File: config.mk
export PLATFORM = sky130hd
export DESIGN_NAME = nearest_box_ray_distance
export DESIGN_NICKNAME = d
export VERILOG_FILES = /design/src/rtl/nbr_pkg.sv /design/src/rtl/nbr_ram.sv /design/src/rtl/nbr_datapath.sv /design/src/rtl/nbr_ctrl.sv /design/src/rtl/nearest_box_ray_distance.sv
export SDC_FILE = /design/constraint.sdc
export NUM_CORES = 2
export LEC_CHECK = 0
export BUFFER_PORTS_ARGS = -buffer_cell sky130_fd_sc_hd__buf_2
export CAP_MARGIN = 0
export CORE_MARGIN = 1.5
export CORE_UTILIZATION = 60
export DETAILED_ROUTE_END_ITERATION = 10
export PLACE_DENSITY = 0.83
export SLEW_MARGIN = 20
export SYNTH_ARGS = -nofsm -noshare
export SYNTH_HDL_FRONTEND = slang
export SYNTH_SLANG_ARGS = --single-unit
File: constraint.sdc
create_clock -name i_clk -period 18.41 [get_ports i_clk]
set_input_delay 1.841 -clock i_clk [delete_from_list [all_inputs] [get_ports i_clk]]
set_output_delay 1.841 -clock i_clk [all_outputs]
set_load 0.02 [all_outputs]
File: src/rtl/nbr_pkg.sv
// Package for the nearest box ray distance block: widths, reset values,
// register indexes and the controller/datapath command and status structs.
// No dependencies.
package nbr_pkg;

    localparam int MaxBoxesDef = 16;

    localparam logic [23:0] MaxRangeRst    = 24'd204800;
    localparam logic [15:0] StartOffsetRst = 16'd0;
    localparam logic [4:0]  BoxCountRst    = 5'd0;

    // configuration register indexes
    localparam logic [1:0] RegMaxRange    = 2'd0;
    localparam logic [1:0] RegStartOffset = 2'd1;
    localparam logic [1:0] RegBoxCount    = 2'd2;

    // table entry layout: {left, top, width, height}
    localparam int EntryW = 94;

    // divider: 41 bit magnitude dividend, 41 steps
    localparam int DivSteps = 41;

    typedef struct packed {
        logic ld_cast;
        logic ld_origin;
        logic ld_box;
        logic axis;       // 0 = x, 1 = y
        logic edge_hi;    // divide the far edge
        logic div_start;
        logic save_t1;
        logic slab_apply;
        logic par_apply;
        logic box_eval;
        logic out_load;
    } t_cmd;

    typedef struct packed {
        logic div_busy;
        logic dir_zero_x;
        logic dir_zero_y;
    } t_sts;

endpackage

File: src/rtl/nbr_ram.sv
// Generic single write port, single read port RAM with registered read.
// No dependencies.
module nbr_ram #(
    parameter int Width = 8,
    parameter int Depth = 16,
    localparam int AddrW = (Depth > 1) ? $clog2(Depth) : 1
) (
    input  logic             i_clk,
    input  logic             i_we,
    input  logic [AddrW-1:0] i_waddr,
    input  logic [Width-1:0] i_wdata,
    input  logic [AddrW-1:0] i_raddr,
    output logic [Width-1:0] o_rdata
);

    logic [Width-1:0] r_mem [Depth];
    logic [Width-1:0] r_rdata;

    always_ff @(posedge i_clk) begin
        if (i_we) begin
            r_mem[i_waddr] <= i_wdata;
        end
        r_rdata <= r_mem[i_raddr];
    end

    assign o_rdata = r_rdata;

endmodule

File: src/rtl/nbr_datapath.sv
// Datapath: ray origin, slab edges, shared restoring divider, interval
// narrowing and nearest-hit tracking. Depends on nbr_pkg.
module nbr_datapath import nbr_pkg::*; (
    input  logic                i_clk,
    input  logic                i_rst_n,
    input  t_cmd                i_cmd,
    output t_sts                o_sts,
    input  logic signed [23:0]  i_centre_x,
    input  logic signed [23:0]  i_centre_y,
    input  logic signed [15:0]  i_dir_x,
    input  logic signed [15:0]  i_dir_y,
    input  logic [15:0]         i_start_offset,
    input  logic [23:0]         i_max_range,
    input  logic [EntryW-1:0]   i_entry,
    output logic [23:0]         o_best,
    output logic                o_hit
);

    logic signed [23:0] r_cx, r_cy;
    logic signed [15:0] r_dx, r_dy;
    logic signed [25:0] r_ox, r_oy;
    logic signed [24:0] r_xlo, r_xhi, r_ylo, r_yhi;
    logic signed [41:0] r_t1, r_lo, r_hi;
    logic               r_hi_inf, r_alive;
    logic [23:0]        r_best;
    logic               r_hit;

    // divider state
    logic [40:0]        r_quo;
    logic [15:0]        r_rem;
    logic [15:0]        r_dmag;
    logic               r_neg;
    logic [5:0]         r_cnt;
    logic               r_div_busy;

    logic signed [32:0] prod_x, prod_y;
    logic signed [18:0] sh_x, sh_y;
    logic signed [25:0] o_sel;
    logic signed [24:0] e_sel;
    logic signed [15:0] d_sel;
    logic signed [26:0] num;
    logic [26:0]        num_mag;
    logic [15:0]        d_mag;
    logic [16:0]        trial, diff;
    logic signed [41:0] quot, t_a, t_b;
    logic signed [24:0] ent_l, ent_t;
    logic signed [25:0] par_o;
    logic signed [24:0] par_lo, par_hi;
    logic               par_in;

    assign prod_x = r_dx * $signed({1'b0, i_start_offset});
    assign prod_y = r_dy * $signed({1'b0, i_start_offset});
    assign sh_x   = prod_x[32:14];
    assign sh_y   = prod_y[32:14];

    always_comb begin
        o_sel = i_cmd.axis ? r_oy : r_ox;
        d_sel = i_cmd.axis ? r_dy : r_dx;
        if (i_cmd.axis) begin
            e_sel = i_cmd.edge_hi ? r_yhi : r_ylo;
        end else begin
            e_sel = i_cmd.edge_hi ? r_xhi : r_xlo;
        end
        num     = {{2{e_sel[24]}}, e_sel} - {o_sel[25], o_sel};
        num_mag = num[26] ? 27'(-num) : 27'(num);
        d_mag   = d_sel[15] ? 16'(-d_sel) : 16'(d_sel);
        trial   = {r_rem, r_quo[40]};
        diff    = trial - {1'b0, r_dmag};
        quot    = r_neg ? -$signed({1'b0, r_quo}) : $signed({1'b0, r_quo});
        if (r_t1 > quot) begin
            t_a = quot;
            t_b = r_t1;
        end else begin
            t_a = r_t1;
            t_b = quot;
        end
        par_o  = i_cmd.axis ? r_oy : r_ox;
        par_lo = i_cmd.axis ? r_ylo : r_xlo;
        par_hi = i_cmd.axis ? r_yhi : r_xhi;
        par_in = !((par_o < 26'(par_lo)) || (par_o > 26'(par_hi)));
        ent_l  = 25'($signed(i_entry[93:70]));
        ent_t  = 25'($signed(i_entry[69:46]));
    end

    always_ff @(posedge i_clk) begin
        if (i_cmd.ld_cast) begin
            r_cx <= i_centre_x;
            r_cy <= i_centre_y;
            r_dx <= i_dir_x;
            r_dy <= i_dir_y;
        end
        if (i_cmd.ld_origin) begin
            r_ox   <= 26'(r_cx) + 26'(sh_x);
            r_oy   <= 26'(r_cy) + 26'(sh_y);
            r_best <= i_max_range;
            r_hit  <= 1'b0;
        end
        if (i_cmd.ld_box) begin
            r_xlo    <= ent_l;
            r_xhi    <= ent_l + $signed({2'b00, i_entry[45:23]});
            r_ylo    <= ent_t;
            r_yhi    <= ent_t + $signed({2'b00, i_entry[22:0]});
            r_lo     <= '0;
            r_hi     <= '0;
            r_hi_inf <= 1'b1;
            r_alive  <= 1'b1;
        end
        if (i_cmd.par_apply && !par_in) begin
            r_alive <= 1'b0;
        end
        if (i_cmd.save_t1) begin
            r_t1 <= quot;
        end
        if (i_cmd.slab_apply) begin
            if (t_a > r_lo) begin
                r_lo <= t_a;
            end
            if (r_hi_inf || (t_b < r_hi)) begin
                r_hi     <= t_b;
                r_hi_inf <= 1'b0;
            end
        end
        if (i_cmd.box_eval && r_alive && (r_hi_inf || !(r_hi < r_lo))
                && (r_lo < $signed({18'd0, r_best}))) begin
            r_best <= r_lo[23:0];
            r_hit  <= 1'b1;
        end
    end

    // shared restoring divider, one quotient bit per cycle
    always_ff @(posedge i_clk) begin
        if (!i_rst_n) begin
            r_div_busy <= 1'b0;
        end else if (i_cmd.div_start) begin
            r_quo      <= {num_mag[26:0], 14'd0};
            r_rem      <= '0;
            r_dmag     <= d_mag;
            r_neg      <= num[26] ^ d_sel[15];
            r_cnt      <= 6'(DivSteps);
            r_div_busy <= 1'b1;
        end else if (r_div_busy) begin
            if (!diff[16]) begin
                r_rem <= diff[15:0];
                r_quo <= {r_quo[39:0], 1'b1};
            end else begin
                r_rem <= trial[15:0];
                r_quo <= {r_quo[39:0], 1'b0};
            end
            r_cnt <= r_cnt - 6'd1;
            if (r_cnt == 6'd1) begin
                r_div_busy <= 1'b0;
            end
        end
    end

    assign o_sts.div_busy   = r_div_busy;
    assign o_sts.dir_zero_x = (r_dx == 16'sd0);
    assign o_sts.dir_zero_y = (r_dy == 16'sd0);
    assign o_best = r_best;
    assign o_hit  = r_hit;

    a_start_idle: assert property (@(posedge i_clk) disable iff (!i_rst_n)
        i_cmd.div_start |-> !r_div_busy)
        else $error("divider restarted while busy");
    a_div_len: assert property (@(posedge i_clk) disable iff (!i_rst_n)
        i_cmd.div_start |=> r_div_busy && (r_cnt == 6'(DivSteps)))
        else $error("divider did not load");
    a_apply_idle: assert property (@(posedge i_clk) disable iff (!i_rst_n)
        (i_cmd.slab_apply || i_cmd.save_t1) |-> !r_div_busy)
        else $error("quotient used while divider busy");

endmodule

File: src/rtl/nbr_ctrl.sv
// Controller: sequences a cast over the box table, one box and one slab
// axis at a time, driving the datapath by command struct. Depends on nbr_pkg.
module nbr_ctrl import nbr_pkg::*; #(
    parameter int MaxBoxes = MaxBoxesDef,
    localparam int AddrW = (MaxBoxes > 1) ? $clog2(MaxBoxes) : 1,
    localparam int CntW  = $clog2(MaxBoxes + 1)
) (
    input  logic             i_clk,
    input  logic             i_rst_n,
    input  logic             i_cast_start,
    input  logic [4:0]       i_box_count,
    input  logic             i_out_free,
    input  t_sts             i_sts,
    output t_cmd             o_cmd,
    output logic             o_in_ready,
    output logic [AddrW-1:0] o_raddr
);

    typedef enum logic [3:0] {
        S_IDLE, S_ORIGIN, S_NEXT, S_LOAD, S_AXIS, S_WAIT1, S_WAIT2, S_EVAL, S_OUT
    } t_state;

    t_state          r_state, n_state;
    logic [CntW-1:0] r_idx, n_idx;
    logic [CntW-1:0] r_n, n_n;
    logic            r_axis, n_axis;
    logic            dir_zero;

    always_comb begin
        n_state = r_state;
        n_idx   = r_idx;
        n_n     = r_n;
        n_axis  = r_axis;
        o_cmd   = '0;
        o_cmd.axis = r_axis;
        dir_zero = r_axis ? i_sts.dir_zero_y : i_sts.dir_zero_x;
        case (r_state)
            S_IDLE: begin
                if (i_cast_start) begin
                    o_cmd.ld_cast = 1'b1;
                    if ({27'd0, i_box_count} > 32'(MaxBoxes)) begin
                        n_n = CntW'(MaxBoxes);
                    end else begin
                        n_n = CntW'(i_box_count);
                    end
                    n_state = S_ORIGIN;
                end
            end
            S_ORIGIN: begin
                o_cmd.ld_origin = 1'b1;
                n_idx   = '0;
                n_state = S_NEXT;
            end
            S_NEXT: begin
                n_state = (r_idx == r_n) ? S_OUT : S_LOAD;
            end
            S_LOAD: begin
                o_cmd.ld_box = 1'b1;
                n_axis  = 1'b0;
                n_state = S_AXIS;
            end
            S_AXIS: begin
                if (dir_zero) begin
                    o_cmd.par_apply = 1'b1;
                    n_axis  = 1'b1;
                    n_state = r_axis ? S_EVAL : S_AXIS;
                end else begin
                    o_cmd.div_start = 1'b1;
                    n_state = S_WAIT1;
                end
            end
            S_WAIT1: begin
                if (!i_sts.div_busy) begin
                    o_cmd.save_t1   = 1'b1;
                    o_cmd.edge_hi   = 1'b1;
                    o_cmd.div_start = 1'b1;
                    n_state = S_WAIT2;
                end
            end
            S_WAIT2: begin
                if (!i_sts.div_busy) begin
                    o_cmd.slab_apply = 1'b1;
                    n_axis  = 1'b1;
                    n_state = r_axis ? S_EVAL : S_AXIS;
                end
            end
            S_EVAL: begin
                o_cmd.box_eval = 1'b1;
                n_idx   = r_idx + 1'b1;
                n_state = S_NEXT;
            end
            S_OUT: begin
                if (i_out_free) begin
                    o_cmd.out_load = 1'b1;
                    n_state = S_IDLE;
                end
            end
            default: begin
                n_state = S_IDLE;
            end
        endcase
    end

    always_ff @(posedge i_clk) begin
        if (!i_rst_n) begin
            r_state <= S_IDLE;
            r_idx   <= '0;
            r_n     <= '0;
            r_axis  <= 1'b0;
        end else begin
            r_state <= n_state;
            r_idx   <= n_idx;
            r_n     <= n_n;
            r_axis  <= n_axis;
        end
    end

    assign o_in_ready = (r_state == S_IDLE);
    assign o_raddr    = r_idx[AddrW-1:0];

    a_idx_range: assert property (@(posedge i_clk) disable iff (!i_rst_n)
        (r_state == S_NEXT) |-> (r_idx <= r_n))
        else $error("box index ran past box count");
    a_n_sat: assert property (@(posedge i_clk) disable iff (!i_rst_n)
        r_n <= CntW'(MaxBoxes))
        else $error("box count not saturated");

endmodule

File: src/rtl/nearest_box_ray_distance.sv
// Top level of the nearest box ray distance caster: config registers, box
// table, output register. Depends on nbr_pkg, nbr_ram, nbr_ctrl, nbr_datapath.
//
//  channel   signals                          direction
//  cfg       i_cfg_we/index/data               in, write only
//  in        i_in_valid/o_in_ready + fields    in, box write or cast
//  out       o_out_valid/i_out_ready + fields  out, one per cast
//
// A box write is taken only while the block is idle. A cast works through
// each box in use, one axis at a time: an axis with a nonzero direction
// component takes two 41 step divisions through one divider that makes one
// quotient bit a cycle, and a zero one a parallel check. Reset (synchronous,
// active low) clears control and config; the box table is undefined until
// written. A stalled result holds the block at its end until taken.
module nearest_box_ray_distance import nbr_pkg::*; #(
    parameter int MaxBoxes = MaxBoxesDef
) (
    input  logic               i_clk,
    input  logic               i_rst_n,
    input  logic               i_cfg_we,
    input  logic [1:0]         i_cfg_index,
    input  logic [23:0]        i_cfg_data,
    input  logic               i_in_valid,
    output logic               o_in_ready,
    input  logic               i_action,
    input  logic [3:0]         i_box_index,
    input  logic signed [23:0] i_box_left,
    input  logic signed [23:0] i_box_top,
    input  logic [22:0]        i_box_width,
    input  logic [22:0]        i_box_height,
    input  logic signed [23:0] i_centre_x,
    input  logic signed [23:0] i_centre_y,
    input  logic signed [15:0] i_dir_x,
    input  logic signed [15:0] i_dir_y,
    output logic               o_out_valid,
    input  logic               i_out_ready,
    output logic [23:0]        o_distance,
    output logic               o_hit
);

    localparam int AddrW = (MaxBoxes > 1) ? $clog2(MaxBoxes) : 1;

    logic [23:0] r_max_range;
    logic [15:0] r_start_offset;
    logic [4:0]  r_box_count;
    logic        r_out_valid;
    logic [23:0] r_distance;
    logic        r_hit;

    t_cmd              cmd;
    t_sts              sts;
    logic              in_acc, ram_we;
    logic [AddrW-1:0]  raddr;
    logic [EntryW-1:0] entry;
    logic [23:0]       best;
    logic              best_hit;

    assign in_acc = i_in_valid && o_in_ready;
    assign ram_we = in_acc && !i_action && ({28'd0, i_box_index} < 32'(MaxBoxes));

    always_ff @(posedge i_clk) begin
        if (!i_rst_n) begin
            r_max_range    <= MaxRangeRst;
            r_start_offset <= StartOffsetRst;
            r_box_count    <= BoxCountRst;
        end else if (i_cfg_we) begin
            case (i_cfg_index)
                RegMaxRange:    r_max_range    <= i_cfg_data;
                RegStartOffset: r_start_offset <= i_cfg_data[15:0];
                RegBoxCount:    r_box_count    <= i_cfg_data[4:0];
                default:        ;
            endcase
        end
    end

    nbr_ram #(.Width(EntryW), .Depth(MaxBoxes)) u_table (
        .i_clk   (i_clk),
        .i_we    (ram_we),
        .i_waddr (AddrW'(i_box_index)),
        .i_wdata ({i_box_left, i_box_top, i_box_width, i_box_height}),
        .i_raddr (raddr),
        .o_rdata (entry)
    );

    nbr_ctrl #(.MaxBoxes(MaxBoxes)) u_ctrl (
        .i_clk        (i_clk),
        .i_rst_n      (i_rst_n),
        .i_cast_start (in_acc && i_action),
        .i_box_count  (r_box_count),
        .i_out_free   (!r_out_valid || i_out_ready),
        .i_sts        (sts),
        .o_cmd        (cmd),
        .o_in_ready   (o_in_ready),
        .o_raddr      (raddr)
    );

    nbr_datapath u_dp (
        .i_clk          (i_clk),
        .i_rst_n        (i_rst_n),
        .i_cmd          (cmd),
        .o_sts          (sts),
        .i_centre_x     (i_centre_x),
        .i_centre_y     (i_centre_y),
        .i_dir_x        (i_dir_x),
        .i_dir_y        (i_dir_y),
        .i_start_offset (r_start_offset),
        .i_max_range    (r_max_range),
        .i_entry        (entry),
        .o_best         (best),
        .o_hit          (best_hit)
    );

    always_ff @(posedge i_clk) begin
        if (!i_rst_n) begin
            r_out_valid <= 1'b0;
        end else if (cmd.out_load) begin
            r_out_valid <= 1'b1;
        end else if (i_out_ready) begin
            r_out_valid <= 1'b0;
        end
        if (cmd.out_load) begin
            r_distance <= best;
            r_hit      <= best_hit;
        end
    end

    assign o_out_valid = r_out_valid;
    assign o_distance  = r_distance;
    assign o_hit       = r_hit;

    a_hit_below: assert property (@(posedge i_clk) disable iff (!i_rst_n)
        (r_out_valid && r_hit) |-> (r_distance < r_max_range))
        else $error("hit reported at or beyond max range");

endmodule
==> impl_metrics.py <==
metrics = {
    "outcome": {
        "status": "finished, final reports clean",
    },
    "clock_network": {
        "cts.repair.resized": 0,
        "cts_tree": "yes",
        "cts_max_level": 4,
        "clkTransAtPathRegs_ns": 0.07,
        "clock_path_buffers": 3,
        "cts_setup_buffers": 0,
        "cts_root_buf": "clkbuf_16",
        "cts_made_buffers": 205,
        "cts_num_sinks": 2146,
        "clk_latency_ns": 0.88,
        "cts_hold_buf": 0,
    },
    "synthesis": {
        "async_flop_share_pct": 0,
        "synth_seq_area_share_pct": 56.44,
        "netlist_instances": 7609,
        "post_synth.cell_area_avg_um2": 14.44,
        "ys_types": 94,
        "ys_ff_latch": 2146,
        "mappedNetlistArea_mm2": 0.1099,
        "synth_flop_cell": "edfxtp_1",
        "ys_warn_count": 0,
        "synth_edf_count": 1903,
        "postSynthNetCount": 8832,
    },
    "sta": {
        "tightest_slew_ns": 1.131,
        "timing.slew.headroom_pct": 24.61,
        "setup_viol": 0,
        "hold_viol": 0,
        "rsz0062_at_grt": "no",
        "skew_ns": 0.06172,
        "fmax_mhz": 98.54,
        "setup_tns_ns": 0,
        "drv_slew": 0,
        "timing.final.crit_share_pct": 55.12,
        "fin_crit_ns": 10.15,
    },
    "route": {
        "drt-initial-drc-count": 7160,
        "via_count": 66871,
        "routed_wl_um": 290800,
        "drt_pass1_iterations": 6,
        "wire_per_inst_um": 27.98,
        "drc_errors": 0,
        "via_per_inst": 6.434,
        "ant_nets": 0,
    },
    "hold_path": {
        "hold_start": "u_table.o_rdata[76]$_DFF_P_",
        "hold_class": "flop to flop",
    },
    "critical_path": {
        "slowest_delay_ns": 0.86,
        "crit_arrival_ns": 10.83,
        "crit_required_ns": 19.09,
        "crit_path_max_fanout": 95,
        "crit_start": "u_dp.r_quo[12]$_SDFFCE_PP0P_",
        "critPathSlowestCell": "nor4_1",
        "critical_path.endpoint_type": "flop",
        "worstSetupPathType": "flop to flop",
        "worst_setup_path_start_kind": "flop",
        "rr_startpoint": "u_dp.r_quo[12]$_SDFFCE_PP0P_",
        "worst-path-buf-inv": 3,
        "path_delay_family": "simple AND/OR/NAND/NOR gates",
    },
    "floorplanning": {
        "coreArea_mm2": 0.1813,
        "die_y_um": 430.9,
        "rows": 156,
        "die-area_mm2": 0.1857,
        "start_util_pct": 60.59,
        "pin_count": 237,
        "die-width_um": 430.9,
    },
    "cells_and_area": {
        "fin_cells": 10394,
        "fill_cells": 11782,
        "mostFrequentLayoutCell": "edfxtp_1",
        "num-nets-final": 9048,
        "fin_util_pct": 66.64,
        "syn_to_final_growth_pct": 9.978,
        "final_cell_mix": "1,903 x edfxtp_1, 759 x inv_1, 621 x ha_1",
        "drive_above_1_share_pct": 15.80,
    },
    "pwr": {
        "leakagePower_uw": 0.04477,
        "ir_worst_vdd_v": 0.0001404,
        "powerDensity_mw_per_mm2": 91.57,
    },
    "grt": {
        "grt_remaining_overflow": 0,
        "grt_pass1_vias": 68841,
        "antenna_found_initial": 43,
        "grt_pass1_wl_um": 434700,
        "grt_max_degree": 136,
        "grt_use_total_pct": 31.62,
    },
    "placed_design": {
        "place_inst": 9986,
        "hpwl_um": 174000,
        "routabilityCongestion": 0.9371,
        "io_buffers": 236,
    },
    "run": {
        "maxCapViolations": 0,
    },
}
through the flow:
| stage | setup WS, ns | area, µm² | power, µW | hold WS [ns] |
|---|---|---|---|---|
| 4_1_cts | 8.168 | 120700 | 11090 | 0.4375 |
| 2_1_floorplan | 8.939 | 109900 | 6359 | 0.4090 |
| 5_1_grt | 7.355 | 120800 | 11400 | 0.4641 |
| 3_5_place_dp | 8.220 | 113800 | 6768 | 0.4397 |
| 6_report | 8.262 | 120800 | 11070 | 0.4492 |
| 3_3_place_gp | 8.872 | 113800 | 6713 | 0.4238 |
cell usage after synthesis (27+ instances only):
master	n	area share (%)
nor4_1	30	0.17
dfxtp_1	243	4.4
xor2_1	92	0.73
o21a_1	52	0.36
xnor2_1	128	1.0
a21o_1	101	0.69
inv_1	761	2.6
o221ai_1	39	0.31
and2_1	260	1.5
ha_1	621	7.1
buf_1	44	0.15
mux2i_1	129	1.2
o31ai_1	28	0.19
fa_1	392	7.1
edfxtp_1	1903	52
mux2_2	67	0.69
nand3_1	66	0.30
nand4_1	54	0.31
o21ai_1	27	0.12
a21oi_1	218	0.99
mux4_2	470	9.6
o21ai_0	193	0.88
nor2_1	276	0.94
nor3_1	63	0.29
nand2b_1	56	0.32
nand2_1	620	2.1
clkbuf_1	251	0.86
a21boi_0	48	0.33
nor2b_1	62	0.35
final timing paths:
check / end / slack (ns) / cells after the start
worst max-delay path: u_dp.r_hi[21]$_DFF_P_ / 8.26 / 29
worst min register to register: u_dp.r_xlo[6]$_DFFE_PP_ / 0.45 / 0
worst min-delay path: u_dp.r_xlo[6]$_DFFE_PP_ / 0.45 / 0
worst max register to register: u_dp.r_hi[21]$_DFF_P_ / 8.26 / 29
flip-flops by register name, indices dropped and copies added (netlist names), 25 cells and up:
name,count
u_table.r_mem,1504
u_table.o_rdata,94
u_dp.r_hi,42
u_dp.r_lo,42
u_dp.r_t1,42
u_dp.r_quo,41
u_dp.r_ox,25
u_dp.r_oy,25
u_dp.r_xhi,25
u_dp.r_yhi,25
layer usage:
layer | GRT usage [%] | wire length [µm]
met1 | 38.99 | 103700
met3 | 5.400 | 24680
met4 | 18.37 | 18400
met2 | 52.92 | 144000
met5 | 0 | 133
cell families (layout without fill, tap and decap cells):
group / after synthesis / count (layout) / share of synthesized area [%]
other: 0 / 24 / 0
AOI/OAI and AO/OA: 883 / 883 / 5.290
xor gates and xnor gates: 225 / 225 / 1.828
muxes: 667 / 667 / 11.51
DFF: 2146 / 2146 / 56.44
adders and majority gates: 1013 / 1013 / 14.21
and+or+nand+nor: 1601 / 1601 / 7.040
buffers and inverters: 1074 / 1465 / 3.686
report_power, final:
part / internal [µW] / total [µW] / switching [µW]
clock: 2440 / 4380 / 1940
combinational: 476 / 1220 / 748
sequential: 5400 / 5460 / 67.1
cell type report:
class                           count  area [µm²]  share of cell area [%]
Clock inverter                    114        1281                   1.060
Tap cell                         2370        2965                   2.454
Antenna cell                       24       60.06                 0.04970
Inverter                          764        2874                   2.378
Sequential cell                  2146       62030                   51.33
Clock buffer                      268        5663                   4.686
Multi-Input combinational cell   4389       44000                   36.42
Timing Repair Buffer              319        1962                   1.624
Note: power is estimated with default switching activity, not from simulation.
